`src/rrlt_pkg.sv`:
```
// Shared types and constants for the range route lookup table.
`default_nettype none

package rrlt_pkg;

  // Fixed widths of the stream fields.
  localparam int TYPE_FIELD_W  = 16;
  localparam int ROUTE_FIELD_W = 8;
  localparam int STATUS_W      = 3;

  // Item kinds carried on the input tuser bit.
  localparam logic KIND_ADD  = 1'b0;
  localparam logic KIND_FIND = 1'b1;

  typedef enum logic [STATUS_W-1:0] {
    STAT_OK      = 3'd0,
    STAT_ORDER   = 3'd1,
    STAT_FULL    = 3'd2,
    STAT_DUP     = 3'd3,
    STAT_OVERLAP = 3'd4
  } status_t;

  typedef enum logic [1:0] {
    S_IDLE,
    S_WALK,
    S_DRAIN,
    S_FINISH
  } state_t;

  typedef struct packed {
    status_t                  status;
    logic                     found;
    logic [ROUTE_FIELD_W-1:0] route;
  } result_t;

endpackage

`default_nettype wire

```
`src/rrlt_mem.sv`:
```
// Single-port-write, registered-read memory holding the stored ranges.
`default_nettype none

module rrlt_mem #(
  parameter int DEPTH = 32,
  parameter int AW    = 5,
  parameter int W     = 40
) (
  input  wire logic          clk,
  input  wire logic          wr_en,
  input  wire logic [AW-1:0] wr_addr,
  input  wire logic [W-1:0]  wr_data,
  input  wire logic          rd_en,
  input  wire logic [AW-1:0] rd_addr,
  output logic      [W-1:0]  rd_data
);

  logic [W-1:0] mem [DEPTH];

  always_ff @(posedge clk) begin
    if (wr_en) begin
      mem[wr_addr] <= wr_data;
    end
  end

  always_ff @(posedge clk) begin
    if (rd_en) begin
      rd_data <= mem[rd_addr];
    end
  end

endmodule

`default_nettype wire

```
`src/rrlt_ctrl.sv`:
```
// Sequencer that walks the range memory at most once per item and builds the result.
`default_nettype none

module rrlt_ctrl #(
  parameter int ENTRIES    = 32,
  parameter int TYPE_BITS  = 16,
  parameter int ROUTE_BITS = 8
) (
  input  wire logic                  clk,
  input  wire logic                  rst,
  // Input side
  input  wire logic                  in_valid,
  output logic                       in_ready,
  input  wire logic                  in_kind,
  input  wire logic [TYPE_BITS-1:0]  in_lo,
  input  wire logic [TYPE_BITS-1:0]  in_hi,
  input  wire logic [ROUTE_BITS-1:0] in_route,
  input  wire logic [ROUTE_BITS-1:0] default_route,
  // Result side
  output logic                       res_valid,
  input  wire logic                  res_ready,
  output rrlt_pkg::result_t          res
);

  localparam int AW = (ENTRIES > 1) ? $clog2(ENTRIES) : 1;
  localparam int CW = $clog2(ENTRIES + 1);
  localparam int W  = 2 * TYPE_BITS + ROUTE_BITS;

  rrlt_pkg::state_t  state, state_next;
  rrlt_pkg::status_t pre_status, pre_status_next;
  rrlt_pkg::status_t final_status;

  logic [AW-1:0]         idx;
  logic [CW-1:0]         count;
  logic [CW-1:0]         count_m1;
  logic                  rd_vld;
  logic                  kind;
  logic [TYPE_BITS-1:0]  lo, hi;
  logic [ROUTE_BITS-1:0] route_in, route_hit;
  logic                  hit, dup, ovl;

  logic                  accept, finish;
  logic                  rd_en, wr_en;
  logic [W-1:0]          rd_data, wr_data;
  logic [TYPE_BITS-1:0]  ent_first, ent_last;
  logic [ROUTE_BITS-1:0] ent_route;
  logic                  cmp_hit, cmp_dup, cmp_ovl;
  logic [ROUTE_BITS-1:0] route_sel;

  assign accept   = in_valid && in_ready;
  assign finish   = res_valid && res_ready;
  assign count_m1 = count - CW'(1);

  // Early rejects are decided as the item arrives; they skip the walk.
  always_comb begin
    if (in_kind == rrlt_pkg::KIND_ADD && in_lo > in_hi) begin
      pre_status_next = rrlt_pkg::STAT_ORDER;
    end else if (in_kind == rrlt_pkg::KIND_ADD && count == CW'(ENTRIES)) begin
      pre_status_next = rrlt_pkg::STAT_FULL;
    end else begin
      pre_status_next = rrlt_pkg::STAT_OK;
    end
  end

  always_comb begin
    state_next = state;
    case (state)
      rrlt_pkg::S_IDLE: begin
        if (in_valid) begin
          if (pre_status_next != rrlt_pkg::STAT_OK || count == '0) begin
            state_next = rrlt_pkg::S_FINISH;
          end else begin
            state_next = rrlt_pkg::S_WALK;
          end
        end
      end
      rrlt_pkg::S_WALK: begin
        if (idx == count_m1[AW-1:0]) begin
          state_next = rrlt_pkg::S_DRAIN;
        end
      end
      rrlt_pkg::S_DRAIN: begin
        state_next = rrlt_pkg::S_FINISH;
      end
      rrlt_pkg::S_FINISH: begin
        if (res_ready) begin
          state_next = rrlt_pkg::S_IDLE;
        end
      end
      default: begin
        state_next = rrlt_pkg::S_IDLE;
      end
    endcase
  end

  always_comb begin
    in_ready  = 1'b0;
    rd_en     = 1'b0;
    res_valid = 1'b0;
    case (state)
      rrlt_pkg::S_IDLE: begin
        in_ready = 1'b1;
      end
      rrlt_pkg::S_WALK: begin
        rd_en = 1'b1;
      end
      rrlt_pkg::S_DRAIN: begin
        rd_en = 1'b0;
      end
      rrlt_pkg::S_FINISH: begin
        res_valid = 1'b1;
      end
      default: begin
        in_ready = 1'b0;
      end
    endcase
  end

  // Compare the entry that came back from memory against the held item.
  assign ent_first = rd_data[TYPE_BITS-1:0];
  assign ent_last  = rd_data[2*TYPE_BITS-1:TYPE_BITS];
  assign ent_route = rd_data[W-1:2*TYPE_BITS];
  assign cmp_hit   = (ent_first <= lo) && (ent_last >= lo);
  assign cmp_dup   = (ent_first == lo) && (ent_last == hi);
  assign cmp_ovl   = (ent_first <= hi) && (ent_last >= lo);

  // A duplicate anywhere in the table outranks an overlap found earlier.
  always_comb begin
    if (pre_status != rrlt_pkg::STAT_OK) begin
      final_status = pre_status;
    end else if (kind == rrlt_pkg::KIND_FIND) begin
      final_status = rrlt_pkg::STAT_OK;
    end else if (dup) begin
      final_status = rrlt_pkg::STAT_DUP;
    end else if (ovl) begin
      final_status = rrlt_pkg::STAT_OVERLAP;
    end else begin
      final_status = rrlt_pkg::STAT_OK;
    end
  end

  always_comb begin
    if (kind == rrlt_pkg::KIND_ADD) begin
      route_sel = '0;
    end else if (hit) begin
      route_sel = route_hit;
    end else begin
      route_sel = default_route;
    end
  end

  assign res.status = final_status;
  assign res.found  = (kind == rrlt_pkg::KIND_FIND) && hit;
  assign res.route  = rrlt_pkg::ROUTE_FIELD_W'(route_sel);

  // Slots fill in order and are never freed, so the next free slot is the count.
  assign wr_en   = finish && kind == rrlt_pkg::KIND_ADD && final_status == rrlt_pkg::STAT_OK;
  assign wr_data = {route_in, hi, lo};

  always_ff @(posedge clk) begin
    if (rst) begin
      state  <= rrlt_pkg::S_IDLE;
      count  <= '0;
      rd_vld <= 1'b0;
    end else begin
      state  <= state_next;
      rd_vld <= rd_en;
      if (wr_en) begin
        count <= count + CW'(1);
      end
    end
  end

  always_ff @(posedge clk) begin
    if (accept) begin
      kind       <= in_kind;
      lo         <= in_lo;
      hi         <= in_hi;
      route_in   <= in_route;
      pre_status <= pre_status_next;
      idx        <= '0;
      hit        <= 1'b0;
      dup        <= 1'b0;
      ovl        <= 1'b0;
      route_hit  <= '0;
    end else begin
      if (rd_en) begin
        idx <= idx + AW'(1);
      end
      if (rd_vld) begin
        if (cmp_hit && !hit) begin
          route_hit <= ent_route;
        end
        hit <= hit || cmp_hit;
        dup <= dup || cmp_dup;
        ovl <= ovl || cmp_ovl;
      end
    end
  end

  rrlt_mem #(
    .DEPTH (ENTRIES),
    .AW    (AW),
    .W     (W)
  ) u_mem (
    .clk     (clk),
    .wr_en   (wr_en),
    .wr_addr (count[AW-1:0]),
    .wr_data (wr_data),
    .rd_en   (rd_en),
    .rd_addr (idx),
    .rd_data (rd_data)
  );

endmodule

`default_nettype wire

```
`src/range_route_lookup_table.sv`:
```
// Top level of the range route lookup table: ports, register and output stage.
//
//   Channel  Direction  Signals                         Transfer when
//   s_*      in         s_tvalid s_tready s_tdata s_tuser  s_tvalid && s_tready
//   m_*      out        m_tvalid m_tready m_tdata        m_tvalid && m_tready
//   cfg_*    in         cfg_wr_en cfg_wr_data            cfg_wr_en
//
// The block takes a new item only when idle, after the last result has moved into the
// output register; rejects on order or a full table and any item on an empty table
// skip the walk. The walk reads one stored range per cycle through the single read
// port of the range memory. Reset clears the table at once (no clearing pass). A
// stalled result sits in the output register while the next item is walked.
`default_nettype none

module range_route_lookup_table #(
  parameter int ENTRIES    = 32,
  parameter int TYPE_BITS  = 16,
  parameter int ROUTE_BITS = 8
) (
  input  wire logic        clk,
  input  wire logic        rst,
  input  wire logic        s_tvalid,
  output logic             s_tready,
  input  wire logic [39:0] s_tdata,     // type_begin[15:0], type_end[31:16], route_id[39:32]
  input  wire logic        s_tuser,     // kind
  output logic             m_tvalid,
  input  wire logic        m_tready,
  output logic      [15:0] m_tdata,     // status[2:0], found[3], route_out[11:4], zero[15:12]
  input  wire logic        cfg_wr_en,
  input  wire logic [7:0]  cfg_wr_data  // default_route
);

  logic [ROUTE_BITS-1:0] default_route;
  rrlt_pkg::result_t     res, out_q;
  logic                  res_valid, res_ready;

  always_ff @(posedge clk) begin
    if (rst) begin
      default_route <= '0;
    end else if (cfg_wr_en) begin
      default_route <= ROUTE_BITS'(cfg_wr_data);
    end
  end

  rrlt_ctrl #(
    .ENTRIES    (ENTRIES),
    .TYPE_BITS  (TYPE_BITS),
    .ROUTE_BITS (ROUTE_BITS)
  ) u_ctrl (
    .clk           (clk),
    .rst           (rst),
    .in_valid      (s_tvalid),
    .in_ready      (s_tready),
    .in_kind       (s_tuser),
    .in_lo         (TYPE_BITS'(s_tdata[15:0])),
    .in_hi         (TYPE_BITS'(s_tdata[31:16])),
    .in_route      (ROUTE_BITS'(s_tdata[39:32])),
    .default_route (default_route),
    .res_valid     (res_valid),
    .res_ready     (res_ready),
    .res           (res)
  );

  // The output register frees up in the same cycle its transfer completes.
  assign res_ready = !m_tvalid || m_tready;

  always_ff @(posedge clk) begin
    if (rst) begin
      m_tvalid <= 1'b0;
    end else if (res_ready) begin
      m_tvalid <= res_valid;
    end
  end

  always_ff @(posedge clk) begin
    if (res_valid && res_ready) begin
      out_q <= res;
    end
  end

  assign m_tdata = {4'b0000, out_q.route, out_q.found, out_q.status};

`ifndef SYNTHESIS
  // One item at a time: a transfer in is always followed by a busy cycle.
  assert property (@(posedge clk) disable iff (rst)
    (s_tvalid && s_tready) |=> !s_tready)
    else $error("input taken on two consecutive cycles");

  // A lookup hit always reports success.
  assert property (@(posedge clk) disable iff (rst)
    (m_tvalid && out_q.found) |-> (out_q.status == rrlt_pkg::STAT_OK))
    else $error("found set on a result with error status");

  // Rejected adds carry no route.
  assert property (@(posedge clk) disable iff (rst)
    (m_tvalid && out_q.status != rrlt_pkg::STAT_OK) |-> (out_q.route == '0))
    else $error("route set on a rejected add");

  // A result is only offered after an item was taken.
  assert property (@(posedge clk) disable iff (rst)
    (res_valid && !$past(res_valid)) |-> !s_tready)
    else $error("result offered while idle");
`endif

endmodule

`default_nettype wire

```
`config.mk`:
```
export PLATFORM = sky130hd
export DESIGN_NAME = range_route_lookup_table
export DESIGN_NICKNAME = d
export VERILOG_FILES = /design/src/rrlt_pkg.sv /design/src/rrlt_mem.sv /design/src/rrlt_ctrl.sv /design/src/range_route_lookup_table.sv
export SDC_FILE = /design/constraint.sdc
export NUM_CORES = 2
export LEC_CHECK = 0
export BUFFER_PORTS_ARGS = -buffer_cell sky130_fd_sc_hd__buf_2
export CORE_AREA = 3 3 332 302
export CTS_BUF_LIST = sky130_fd_sc_hd__clkbuf_8
export CTS_CLUSTER_SIZE = 12
export DETAILED_ROUTE_END_ITERATION = 10
export DIE_AREA = 0 0 335 305
export PLACE_DENSITY = 0.74
export SKIP_CTS_REPAIR_TIMING = 1
export SYNTH_ARGS = -nofsm -noshare
export SYNTH_HDL_FRONTEND = slang
export SYNTH_HIERARCHICAL = 1
export SYNTH_SLANG_ARGS = --single-unit
```
`constraint.sdc`:
```
create_clock -name clk -period 10.55 [get_ports clk]
set_input_delay 1.055 -clock clk [delete_from_list [all_inputs] [get_ports clk]]
set_output_delay 1.055 -clock clk [all_outputs]
set_load 0.01 [all_outputs]
```
==> results.cfg <==
[status]
status = complete, no violations

[placed_design]
post-place-ws_ps = 6515
dp_cells = 4560
finalWeightedCongestion = 0.9079
hpwl_mm = 75.24
port_buffers = 67

[die]
core_area_mm2 = 0.09738
num_io_pins = 72
die_area_mm2 = 0.1022
num_rows = 109
die_height_um = 305
start_util_pct = 57.64
die_w_um = 335

[clock_network]
clock-root-buffer = clkbuf_8
cts.reportedPaths.clkPinSlew_ps = 60
clock_latency_ps = 870
h-tree-depth = 4
cts_buffers = 207
cts_tree = built
clockBufferDepth = 3
clock-sinks = 1409

[critical_path]
cp-end-kind = flop
r2r-start = u_ctrl/idx[0]
crit_fanout = 131
start_kind = flop
worst_r2r_path_depth = 7
reg2reg_setup_slack_ps = 6320
worstSetupStartpoint = u_ctrl/idx[0]
arrival_ps = 4810
max_stage_delay_ps = 980
critical_path_class = flop to flop
cp_cell_sequence = buf_12 > buf_4 > mux2i_1 > a22o_1 > nor3_1 > a31oi_1 > nand3_1
worstPathRequired_ps = 11140
critPathSlowestCell = buf_4

[timing]
post-route-period-util_pct = 40.05
worst_pin_slew_ps = 1379
slew_headroom_pct = 8.061
fin_setup_tns_ps = 0
holdWs_ps = 358.4
min_period_ps = 4225
rsz0062_at_grt = no
maxSlewViolCount = 0
clock-skew-final_ps = 41.74
hold_violations = 0
fmax_mhz = 236.7
final-setup-viol-count = 0
setup_slack_ps = 6325

[synth]
async_flop_share_pct = 0
yosys.area.top_type = edfxtp_1
synthTopCellsByArea = edfxtp_1 (74%), mux2i_1 (12%), a22oi_1 (1.6%)
avgSynthCellArea_um2 = 17.04
synth.distinct_cells = 61
ys_ff_latch = 1409
synth_flop_cell = edfxtp_1
synth_warnings = 6
syn_area_mm2 = 0.05613
synthCells = 3294
synth_edf_count = 1375
synth_top_area_share_pct = 73.57
ys_seq_area_share_pct = 74.78

[drt]
dr.pass1.iters = 5
routed_wl_mm = 136.5
drcViolationCount = 0
drt-initial-drc-count = 3888
antenna_left = 0
num_vias = 31375
wire_per_inst_um = 27.64
vias_per_cell = 6.353

[pwr]
vdd_drop_max_v = 0.0001940
switching_power_mw = 4.096
combinationalPowerShare_pct = 21.7
p_int_mw = 9.603
total_power_mw = 13.70
clkPwrFrac_pct = 29.7
power_density_mw_per_mm2 = 221.2
sequentialPowerShare_pct = 48.6
leakage_nw = 20.60
switching_share_pct = 29.90

[min_path]
min_path_type = input pin to flop
min_path_cells = 1
hold_start = s_tdata[39]

[global_routing]
grt_max_degree = 161
grt_pass1_wl_mm = 198.9
grtUsageTotal_pct = 26.59
grt_pass1_vias = 31097
gr-total-overflow = 0
antenna_found_initial = 4

[finish]
area_growth_pct = 10.34
nNetsFinal = 3618
final_cells = 4939
fill_cells = 6663
layout-drive-gt1-share_pct = 12.89

[flow_run]
drv_cap = 0
## per-stage QoR
stage	cell area (um2)	utilization [%]
after detailed placement	58040	59.61
after global routing	61910	63.58
final	61930	63.60
after global placement	58040	59.61
after CTS	61910	63.58
after floorplan	56140	-
## registers in the layout, indices dropped and copies added (netlist names)
register and count:
default_route 8, m_tdata 12, m_tvalid 1, u_ctrl/count 6, u_ctrl/dup 1, u_ctrl/hi 16
u_ctrl/hit 1, u_ctrl/idx 5, u_ctrl/kind 1, u_ctrl/lo 16, u_ctrl/ovl 1, u_ctrl/pre_status 2
u_ctrl/rd_vld 1, u_ctrl/route_hit 8, u_ctrl/route_in 8, u_ctrl/state 2, u_ctrl/u_mem/mem 1280, u_ctrl/u_mem/rd_data 40
## layout by cell type (no fill, tap or decap), types with 58 or more instances in the layout
cell	n
a22o_1	81
edfxtp_1	1375
a21oi_1	148
clkinv_1	58
buf_2	67
ha_1	70
a22oi_1	120
clkbuf_8	213
mux2i_1	666
inv_1	111
nand3_1	126
buf_4	88
nand2_1	153
## cells in the mapped netlist, types with 5 or more instances
library cell and n:
edfxtp_1 1375, mux2i_1 666, nand2_1 154, a21oi_1 148, nand3_1 126, a22oi_1 120
a22o_1 81, ha_1 71, clkbuf_1 65, nor2_1 62, inv_1 58, nor3_1 45
a31oi_1 41, dfxtp_1 34, buf_2 33, buf_6 31, buf_4 27, xnor2_1 20
nand4_1 17, nor2b_1 14, buf_1 12, o21ai_0 9, xor2_1 9, nand2b_1 8
o211ai_1 7, a21o_1 5, nand3b_1 5
## layout make-up
type,instances,area [um2],area share [%]
Sequential cell,1409,41970,67.78
Multi-Input combinational cell,1657,13180,21.28
Clock buffer,213,2932,4.734
Tap cell,1276,1597,2.578
Timing Repair Buffer,159,1076,1.738
Clock inverter,158,932.1,1.505
Inverter,59,221.5,0.3576
Antenna cell,8,20.02,0.03233
## path summary, 6_finish.rpt
path                                  end
setup / recovery  u_ctrl/u_mem/rd_data[8]
hold / removal         u_ctrl/route_in[7]
setup reg to reg  u_ctrl/u_mem/rd_data[8]
hold reg to reg       u_ctrl/route_hit[7]
## cell families after synthesis
family	after synthesis	synth area share [%]
buffers and inverters	231	2.252
xor gates and xnor gates	29	0.4526
other	1	0.006681
and+or+nand+nor	455	3.843
adders and majority gates	71	1.583
AOI/OAI and AO/OA	432	5.208
DFF	1409	74.78
muxes	666	11.88
## worst max-delay path, delay by kind of cell, from the launching register on
family                 cells  cell delay (ps)
AOI/OAI and AO/OA          2              620
buffers and inverters      2             1670
DFF                        1              750
muxes                      1              310
and+or+nand+nor            2              230
## power groups by stage
| stage | registers [mW] | logic [mW] | clock network, mW |
|---|---|---|---|
| 2_1_floorplan | 6.80 | 1.99 | 0 |
| 3_3_place_gp | 6.76 | 2.83 | 0 |
| 3_5_place_dp | 6.77 | 2.90 | 0 |
| 4_1_cts | 6.65 | 2.92 | 4.14 |
| 5_1_grt | 6.66 | 3.14 | 4.40 |
| 6_report | 6.66 | 2.97 | 4.08 |
## layer usage
layer	share of wire [%]	GRT usage (%)	up-vias
li1	-	-	13365
met1	41	39.33	15957
met2	45	39.88	1819
met3	11	5.856	234
met4	2.4	8.282	0
met5	0	0	-
Note: power is estimated with default switching activity, not from simulation.
